`src/sv/tea_block_cipher_unit_assert.svh`:
```
// Assertion macros for the TEA cipher unit.
// No dependencies; included by files that assert.
`ifndef TEA_BLOCK_CIPHER_UNIT_ASSERT_SVH
`define TEA_BLOCK_CIPHER_UNIT_ASSERT_SVH

// Consequent must hold in the same cycle as the antecedent.
`define TEA_ASSERT_NOW(lbl, clk, rst, ante, cons) \
   lbl: assert property (@(posedge clk) disable iff (rst) (ante) |-> (cons)) \
      else $error("tea assertion failed");

// Consequent must hold in the cycle after the antecedent.
`define TEA_ASSERT_NEXT(lbl, clk, rst, ante, cons) \
   lbl: assert property (@(posedge clk) disable iff (rst) (ante) |=> (cons)) \
      else $error("tea assertion failed");

`endif

```
`src/sv/tea_pkg.sv`:
```
// Shared types and constants of the TEA cipher unit.
// No dependencies.
package tea_pkg;

   localparam int unsigned WordWidth     = 32;
   localparam int unsigned RoundCount    = 32;
   localparam int unsigned StageCount    = 2 * RoundCount;
   localparam int unsigned CsrIndexWidth = 3;
   localparam logic [WordWidth-1:0] Delta = 32'h9E37_79B9;

   // Register indexes of the configuration port
   localparam logic [CsrIndexWidth-1:0] CsrKeyWord0 = 3'd0;
   localparam logic [CsrIndexWidth-1:0] CsrKeyWord1 = 3'd1;
   localparam logic [CsrIndexWidth-1:0] CsrKeyWord2 = 3'd2;
   localparam logic [CsrIndexWidth-1:0] CsrKeyWord3 = 3'd3;

   // Command codes
   localparam logic CmdEncrypt = 1'b0;
   localparam logic CmdDecrypt = 1'b1;

   typedef struct packed {
      logic [WordWidth-1:0] k0;
      logic [WordWidth-1:0] k1;
      logic [WordWidth-1:0] k2;
      logic [WordWidth-1:0] k3;
   } tea_key_type;

   typedef struct packed {
      logic                 decrypt;
      logic [WordWidth-1:0] left;
      logic [WordWidth-1:0] right;
      logic                 last;
   } tea_item_type;

   // Round sum mult*Delta mod 2^32; only called with elaboration constants.
   function automatic logic [WordWidth-1:0] round_sum(int unsigned mult);
      logic [2*WordWidth-1:0] prod;
      prod = (2*WordWidth)'(Delta) * (2*WordWidth)'(mult);
      return prod[WordWidth-1:0];
   endfunction

endpackage

```
`src/sv/tea_half_round.sv`:
```
// One registered pipeline stage of the TEA cipher: a single half-round.
// Depends on tea_pkg.
module tea_half_round (
   input  logic                          clock,
   input  logic                          reset,
   input  logic                          advance,
   input  logic                          odd_stage,
   input  logic [tea_pkg::WordWidth-1:0] enc_sum,
   input  logic [tea_pkg::WordWidth-1:0] dec_sum,
   input  tea_pkg::tea_key_type          key,
   input  logic                          in_valid,
   input  tea_pkg::tea_item_type         in_item,
   output logic                          out_valid,
   output tea_pkg::tea_item_type         out_item
);
   import tea_pkg::*;

   logic                 valid_ff;
   tea_item_type         item_ff;
   tea_item_type         item_in;
   logic                 update_left;
   logic [WordWidth-1:0] src;
   logic [WordWidth-1:0] sum;
   logic [WordWidth-1:0] ka;
   logic [WordWidth-1:0] kb;
   logic [WordWidth-1:0] mix;
   logic [WordWidth-1:0] target;
   logic [WordWidth-1:0] result;

   // Encrypt: even stage updates left, odd updates right; decrypt the reverse.
   assign update_left = (in_item.decrypt == CmdDecrypt) ? odd_stage : !odd_stage;
   assign sum    = (in_item.decrypt == CmdDecrypt) ? dec_sum : enc_sum;
   assign src    = update_left ? in_item.right : in_item.left;
   assign target = update_left ? in_item.left  : in_item.right;
   assign ka     = update_left ? key.k0 : key.k2;
   assign kb     = update_left ? key.k1 : key.k3;

   assign mix = ((src << 4) + ka) ^ (src + sum) ^ ((src >> 5) + kb);
   assign result = (in_item.decrypt == CmdDecrypt) ? target - mix : target + mix;

   always_comb begin
      item_in = in_item;
      if (update_left) begin
         item_in.left = result;
      end else begin
         item_in.right = result;
      end
   end

   always_ff @(posedge clock) begin
      if (reset) begin
         valid_ff <= 1'b0;
      end else if (advance) begin
         valid_ff <= in_valid;
      end
   end

   always_ff @(posedge clock) begin
      if (advance) begin
         item_ff <= item_in;
      end
   end

   assign out_valid = valid_ff;
   assign out_item  = item_ff;

endmodule
```
`config.mk`:
```
export PLATFORM = sky130hd
export DESIGN_NAME = tea_half_round
export DESIGN_NICKNAME = d
export VERILOG_FILES = /design/src/sv/tea_block_cipher_unit_assert.svh /design/src/sv/tea_pkg.sv /design/src/sv/tea_half_round.sv
export SDC_FILE = /design/constraint.sdc
export NUM_CORES = 1
export LEC_CHECK = 0
export ABC_CLOCK_PERIOD_IN_PS = 9200
export BUFFER_PORTS_ARGS = -buffer_cell sky130_fd_sc_hd__buf_2
export CAP_MARGIN = 40
export CORE_MARGIN = 1.5
export CORE_UTILIZATION = 40
export DETAILED_ROUTE_END_ITERATION = 10
export GPL_TIMING_DRIVEN = 0
export MAX_ROUTING_LAYER = met4
export PLACE_DENSITY = 0.7
export SYNTH_ARGS = -nofsm -noshare
export SYNTH_HDL_FRONTEND = slang
export SYNTH_SLANG_ARGS = --single-unit
```
`constraint.sdc`:
```
create_clock -name clock -period 9.2 [get_ports clock]
set_input_delay 1.84 -clock clock [delete_from_list [all_inputs] [get_ports clock]]
set_output_delay 1.84 -clock clock [all_outputs]
set_load 0.005 [all_outputs]
```
Word-level counts from Yosys, hierarchy flattened
Index checks and enable logic that the tools add are counted.

cells by class
  muxes and demuxes = 9
  reduce and logical (&&, ||, !) cells = 1
  add/subtract/negate cells = 5
  bitwise logic cells = 2

operators with widths
  operator          count
  $mux W32          8
  $add A32 B32 Y32  3
  $xor A32 B32 Y32  2
  $add A27 B32 Y32  1
  $sub A32 B32 Y32  1
  $logic_not A1 Y1  1
  $mux W1           1

word-level totals
  bits of input ports = 263
  flip-flop bits (word level) = 67
  output and inout port bits = 67

Depth between registers and ports, before layout
Gate-level depths: netlist of the first run.

  depth in word-level cells = 9
  mapped depth = 37

Least setup slack after synthesis of the first run
Ideal clock, no wire load.

  path kind = input to register
  start = in odd_stage
  end = reg item_ff, in the netlist out_item[32], data pin
  required time = 8928 ps
  slack = -337 ps
  cell stages on the path = 34
  path buffers = 8
  setup time = 272 ps
  arrival = 9265 ps
  cells stage by stage = buf_6 > xnor2_2 > buf_6 > buf_8 > clkbuf_1 > clkbuf_1 > clkbuf_1 > clkbuf_1 > nand2_1 > nand2_1 > ha_1 > and2_1 > a221o_1 > a221oi_2 > a21boi_1 > or4_1 > nand3_1 > xnor3_1 > a211o_1 > or4b_1 > buf_2 > nor3b_2 > and3_1 > nor2_1 > xnor2_1 > ha_1 > a21oi_1 > nand4_1 > a31oi_1 > o21bai_1 > a221o_1 > xnor2_1 > xor2_1 > o221ai_1

RTL lines
  element                 line                  text
  start: declaration      tea_half_round.sv:7   input logic odd_stage,
  end signal: assignment  tea_half_round.sv:60  item_ff <= item_in;
  end: declaration        tea_half_round.sv:19  tea_item_type item_ff;

==> results of run 1 <==
==> critical path, delay by kind of cell <==
kind,cells,cell delay [ps]
compound gates,9,1900
xor+xnor,4,850
fa+ha+maj,2,650
buf+inv,8,1270
simple gates,11,2650
==> Yosys cell counts (all sizes together), types with 4 or more instances <==
cell     instances  share of area
ha             118           0.12
clkbuf          55          0.017
a21oi           95          0.039
a211oi           7         0.0043
xnor2          139           0.10
mux2i           25          0.021
nand2b          14         0.0072
a31o             5         0.0036
mux2            33          0.031
a21o            62          0.038
a311oi           6         0.0048
nor2b            7         0.0036
o21bai          14         0.0087
and4            10         0.0072
nor3            12         0.0054
nor3b            4         0.0029
a211o            9         0.0065
edfxtp          66           0.16
or2              7         0.0036
o2111ai          6         0.0043
buf             13         0.0065
nor4             6         0.0031
o31ai            6         0.0037
a21boi           5         0.0031
nand3           34          0.014
maj3             5         0.0041
inv             38          0.012
nor2            67          0.021
and3            15         0.0077
a221oi           5         0.0041
o21a            16         0.0099
a221o            4         0.0033
a31oi           22          0.012
nand2          415           0.13
xor2            55          0.040
xnor3            8          0.015
or3              7         0.0036
o211ai          23          0.015
o21ai          102          0.042
nand4           18         0.0093
o31a             5         0.0043
and2            11         0.0057
==> state kept, by name, indices dropped and copies added, names as in the netlist <==
| register | flops |
|---|---|
| out_valid | 1 |
| out_item | 66 |
==> stage by stage <==
step / hold slack (ps) / total power [mW]
final: 525 / 4.71
after global routing: 564 / 5.05
after CTS: 529 / 4.52
after detailed placement: 516 / 3.96
after global placement: 472 / 3.91
after floorplan: 485 / 3.06
==> cells by family (layout without fill, tap and decap cells) <==
group	Yosys count	in the layout
xor gates and xnor gates	204	204
AOI/OAI and AO/OA	415	415
DFF	67	67
buffers and inverters	106	482
other	0	2
adders and majority gates	125	125
muxes	61	61
and+or+nand+nor	636	636
==> final timing paths <==
check                                 start           end  slack (ps)  cells past startpoint
worst max register to register    out_valid     out_valid        8610                      2
worst max-delay path            in_item[65]  out_item[64]         200                     34
worst min-delay path              out_valid     out_valid         520                      2
worst min register to register    out_valid     out_valid         520                      2
==> power breakdown <==
group	switching, mW	total, mW	internal, mW
clock network	0.122	0.367	0.245
logic	2.11	3.73	1.62
registers	0.0357	0.614	0.579
total	2.27	4.71	2.44
==> cell type report <==
class,instances,area (um2)
Antenna cell,2,5.00
Buffer,65,395
Clock buffer,12,246
Clock inverter,4,73.8
Fill cell,2946,14500
Inverter,38,143
Multi-Input combinational cell,1441,10000
Sequential cell,67,2000
Tap cell,390,488
Timing Repair Buffer,363,1940
==> per-layer routing <==
metal	up-vias	routed length, um
met3	71	3530
met5	-	0
met4	0	1050
met2	652	21500
met1	6345	22000
li1	6536	-
==> repair_timing <==
| action | CTS | global route |
|---|---|---|
| pin swaps | 11 | 19 |
| endpoints found under the setup margin | 32 | 20 |
| setup buffers | 16 | 21 |
| cloned | 0 | 0 |
| resized for setup | 71 | 69 |
==> results.sh, run 1 <==
export IMPL_path_clk_slew_ps=60
export IMPL_syn_nets=1997
export IMPL_grtUsageMet2=0.463
export IMPL_globalRouteMet1Util=0.432
export IMPL_grt_use_met3=0.0157
export IMPL_skew_ps=0
export IMPL_cp_required_ps=9390
export IMPL_cts_buffers=9
export IMPL_synth_edf_count=66
export IMPL_min_period_over_period=0.979
export IMPL_first_pass_iters=7
export IMPL_critPathLaunchType="input port"
export IMPL_avgSynthCellArea_um2=7.52
export IMPL_layout_common_cells="nand2_1, buf_2, xnor2_1"
export IMPL_finalCriticalPeriod_ps=9000
export IMPL_fin_nets=2368
export IMPL_synth_simple_area_share=0.229
export IMPL_finalSetupViolations=0
export IMPL_static_leakage_power_nw=7.44
export IMPL_max_cap_violations=0
export IMPL_synthXorXnorAreaFrac=0.159
export IMPL_overflow=0
export IMPL_tightest_slew_ps=937
export IMPL_synth_main_ff_cell="edfxtp_1"
export IMPL_ant_nets=0
export IMPL_clkSinkCount=67
export IMPL_synth_compound_area_frac=0.225
export IMPL_holdBufCountCts=0
export IMPL_core_rowCount=63
export IMPL_worstPathArrival_ps=9200
export IMPL_via_per_inst=5.71
export IMPL_netlist_area_um2=12100
export IMPL_first_global_vias=12300
export IMPL_hold_viol=0
export IMPL_yosys_area_share_adder=0.129
export IMPL_synth_seq_area_share=0.165
export IMPL_insertion_delay_ps=340
export IMPL_layout_cells_non_filler=2382
export IMPL_synth_seq_cells=67
export IMPL_final_core_util=0.515
export IMPL_timing_setup_tns_ps=0
export IMPL_dpl_instance_area_um2=14300
export IMPL_worst_setup_path_type="input port to register"
export IMPL_peakVddDrop_mv=0.139
export IMPL_dp_cells=2330
export IMPL_top_usage_layer="met2"
export IMPL_clockBufferDepth=2
export IMPL_hp_class="register to register"
export IMPL_drt_iter0_markers=1232
export IMPL_port_buffer_count=323
export IMPL_fin_area_um2=15300
export IMPL_synth_mux_area_frac=0.0577
export IMPL_maxSlewHeadroom=0.375
export IMPL_drc=0
export IMPL_critPathCaptureType="register"
export IMPL_crit_fanout=11
export IMPL_dieArea_um2=31400
export IMPL_vias=13600
export IMPL_yosys_warnings=0
export IMPL_syn_instance_count=1614
export IMPL_slowest_stage="or4_1"
export IMPL_drive_above_1_share=0.258
export IMPL_num_io_pins=330
export IMPL_cpPeakStageDelay_ps=500
export IMPL_status="completed"
export IMPL_cellPowerDensity_nw_per_um2=307
export IMPL_antenna_found_initial=2
export IMPL_coreArea_um2=29800
export IMPL_worst_slack_ps=197
export IMPL_die_w_um=177
export IMPL_floorplan_initialDensity=0.408
export IMPL_final_max_slew_violation_count=0
export IMPL_yosysUniqueCellTypes=86
export IMPL_synth_top_family_by_area="simple AND/OR/NAND/NOR gates"
export IMPL_grt_pass1_wl_mm=70.3
export IMPL_h_tree_depth=3
export IMPL_area_delta_synth_final_pct=26.3
export IMPL_cts_root_buf="clkbuf_16"
export IMPL_hpwl_mm=40.6
export IMPL_place_ws_ps=-1890
export IMPL_die_height_um=177
export IMPL_layout_commonest_cell="nand2_1"
export IMPL_grt_max_degree=43
export IMPL_maxClockFrequency_mhz=111
export IMPL_tritoncts="yes"
export IMPL_wl_per_cell_um=20.2
export IMPL_routabilityCongestion=0.994
export IMPL_async_flop_share=0
export IMPL_wirelength_mm=48.1
export IMPL_gr_usage_all_layers=0.304
(Power assumes the default switching activity.)
==> run 2, diff against run 1 <==
- ABC_CLOCK_PERIOD_IN_PS: 9200 -> 11110
- PLACE_DENSITY: 0.7 -> 0.68
- clock period: 9.2 -> 11.11 ns (I/O delays scaled with it)
==> run 2 against run 1 <==
First-iteration DRC count down 10%. Global-route usage is 0.68 points lower. Highest routed layer unchanged. Largest cell class unchanged. Sequential power decreased by 17%. Via count shrank 3.0%. Worst hold slack got worse by 12 ps. Critical path depth is 1 lower.
==> results.sh, run 2 (same netlist as run 1, synthesis figures left out) <==
export IMPL_clockBufferDepth=2
export IMPL_wirelength_mm=46.3
export IMPL_hold_viol=0
export IMPL_min_period_over_period=0.964
export IMPL_cellPowerDensity_nw_per_um2=248
export IMPL_grt_pass1_wl_mm=68.9
export IMPL_first_global_vias=12100
export IMPL_finalSetupViolations=0
export IMPL_area_delta_synth_final_pct=20.3
export IMPL_insertion_delay_ps=340
export IMPL_p_switching_mw=1.79
export IMPL_cp_required_ps=11190
export IMPL_floorplan_initialDensity=0.408
export IMPL_crit_top_cell="nand2_1"
export IMPL_switching_share=0.493
export IMPL_vias=13200
export IMPL_cts_setup_buffers=0
export IMPL_critPathLaunchType="input port"
export IMPL_antenna_found_initial=4
export IMPL_wl_per_cell_um=19.7
export IMPL_fin_area_um2=14600
export IMPL_drt_iter0_markers=1103
export IMPL_num_io_pins=330
export IMPL_critPathCaptureType="register"
export IMPL_gr_usage_all_layers=0.297
export IMPL_tightest_slew_ps=890
export IMPL_hp_class="register to register"
export IMPL_hold_slack_ps=513
export IMPL_layout_common_cells="nand2_1, buf_2, xnor2_1"
export IMPL_finalPower_mw=3.62
export IMPL_die_w_um=177
export IMPL_static_leakage_power_nw=7.09
export IMPL_cts_root_buf="clkbuf_16"
export IMPL_port_buffer_count=323
export IMPL_p_int_mw=1.84
export IMPL_status="completed"
export IMPL_core_rowCount=63
export IMPL_maxSlewHeadroom=0.407
export IMPL_finalCriticalPeriod_ps=10710
export IMPL_drive_above_1_share=0.210
export IMPL_tritoncts="yes"
export IMPL_dpl_instance_area_um2=14300
export IMPL_overflow=0
export IMPL_h_tree_depth=3
export IMPL_timing_setup_tns_ps=0
export IMPL_worstReg2RegStart="out_valid"
export IMPL_layout_commonest_cell="nand2_1"
export IMPL_combPwrFrac=0.781
export IMPL_cts_buffers=9
export IMPL_dieArea_um2=31400
export IMPL_largest_reg_flops=66
export IMPL_skew_ps=0
export IMPL_min_from="out_valid"
export IMPL_startpoint="odd_stage"
export IMPL_path_clk_slew_ps=60
export IMPL_worstPathArrival_ps=10790
export IMPL_maxClockFrequency_mhz=93.3
export IMPL_die_height_um=177
export IMPL_max_cap_violations=0
export IMPL_peakVddDrop_mv=0.109
export IMPL_crit_fanout=37
export IMPL_fin_nets=2331
export IMPL_final_core_util=0.490
export IMPL_rsz0062_at_grt="false"
export IMPL_seqPwrFrac=0.140
export IMPL_cpPeakStageDelay_ps=670
export IMPL_hpwl_mm=40.2
export IMPL_drc=0
export IMPL_final_max_slew_violation_count=0
export IMPL_routabilityCongestion=0.979
export IMPL_coreArea_um2=29800
export IMPL_clkSinkCount=67
export IMPL_clockPowerShare=0.079
export IMPL_worst_setup_path_type="input port to register"
export IMPL_via_per_inst=5.62
export IMPL_ant_nets=0
export IMPL_first_pass_iters=5
export IMPL_holdBufCountCts=0
export IMPL_grt_max_degree=42
export IMPL_slowest_stage="buf_1"
[run 2: layer usage]
layer	global-route usage	part of all wire	vias up
met4	0.0872	0.026	0
met1	0.423	0.47	6113
met5	-	0	-
li1	-	-	6460
met3	0.0200	0.071	65
met2	0.450	0.44	552
[run 2: final timing paths]
kind	endpoint	slack, ps	cells after the start
worst max-delay path	out_item[32]	400	33
worst min-delay path	out_valid	510	2
worst max register to register	out_valid	10520	2
worst min register to register	out_valid	510	2
[run 2: power groups by stage]
stage | combinational [mW] | sequential (mW) | clock (mW)
2_1_floorplan | 2.00 | 0.531 | 0
3_3_place_gp | 2.73 | 0.512 | 0
3_5_place_dp | 2.77 | 0.515 | 0
4_1_cts | 2.78 | 0.511 | 0.289
5_1_grt | 3.10 | 0.519 | 0.302
6_report | 2.83 | 0.507 | 0.285
[run 2: critical path: cells and delay by family]
| kind | cells | cell delay (ps) |
|---|---|---|
| xor+xnor | 5 | 1330 |
| fa+ha+maj | 3 | 850 |
| buf+inv | 4 | 1350 |
| compound gates | 11 | 2800 |
| simple gates | 10 | 2200 |
[run 2: final cells by class]
class	count	area [um2]
plain buffers	65	279
clock inverters	6	65.1
clock buffers	10	239
flip-flops and latches	67	2000
diodes	4	10.0
fillers	3017	15200
repair buffers	326	1660
multi-input cells	1441	9720
inverters	38	143
well taps	390	488
[run 2: repair_timing]
action,in CTS,in global routing
endpoints found under the hold margin,0,0
resized for setup,1,8
endpoints found under the setup margin,10,6
[run 2: per-stage QoR]
stage	cells	setup slack, ps
floorplan	1614	1190
global placement	2327	-919
detailed placement	2330	-950
CTS	2344	219
global route	2347	66.4
finish	2347	397
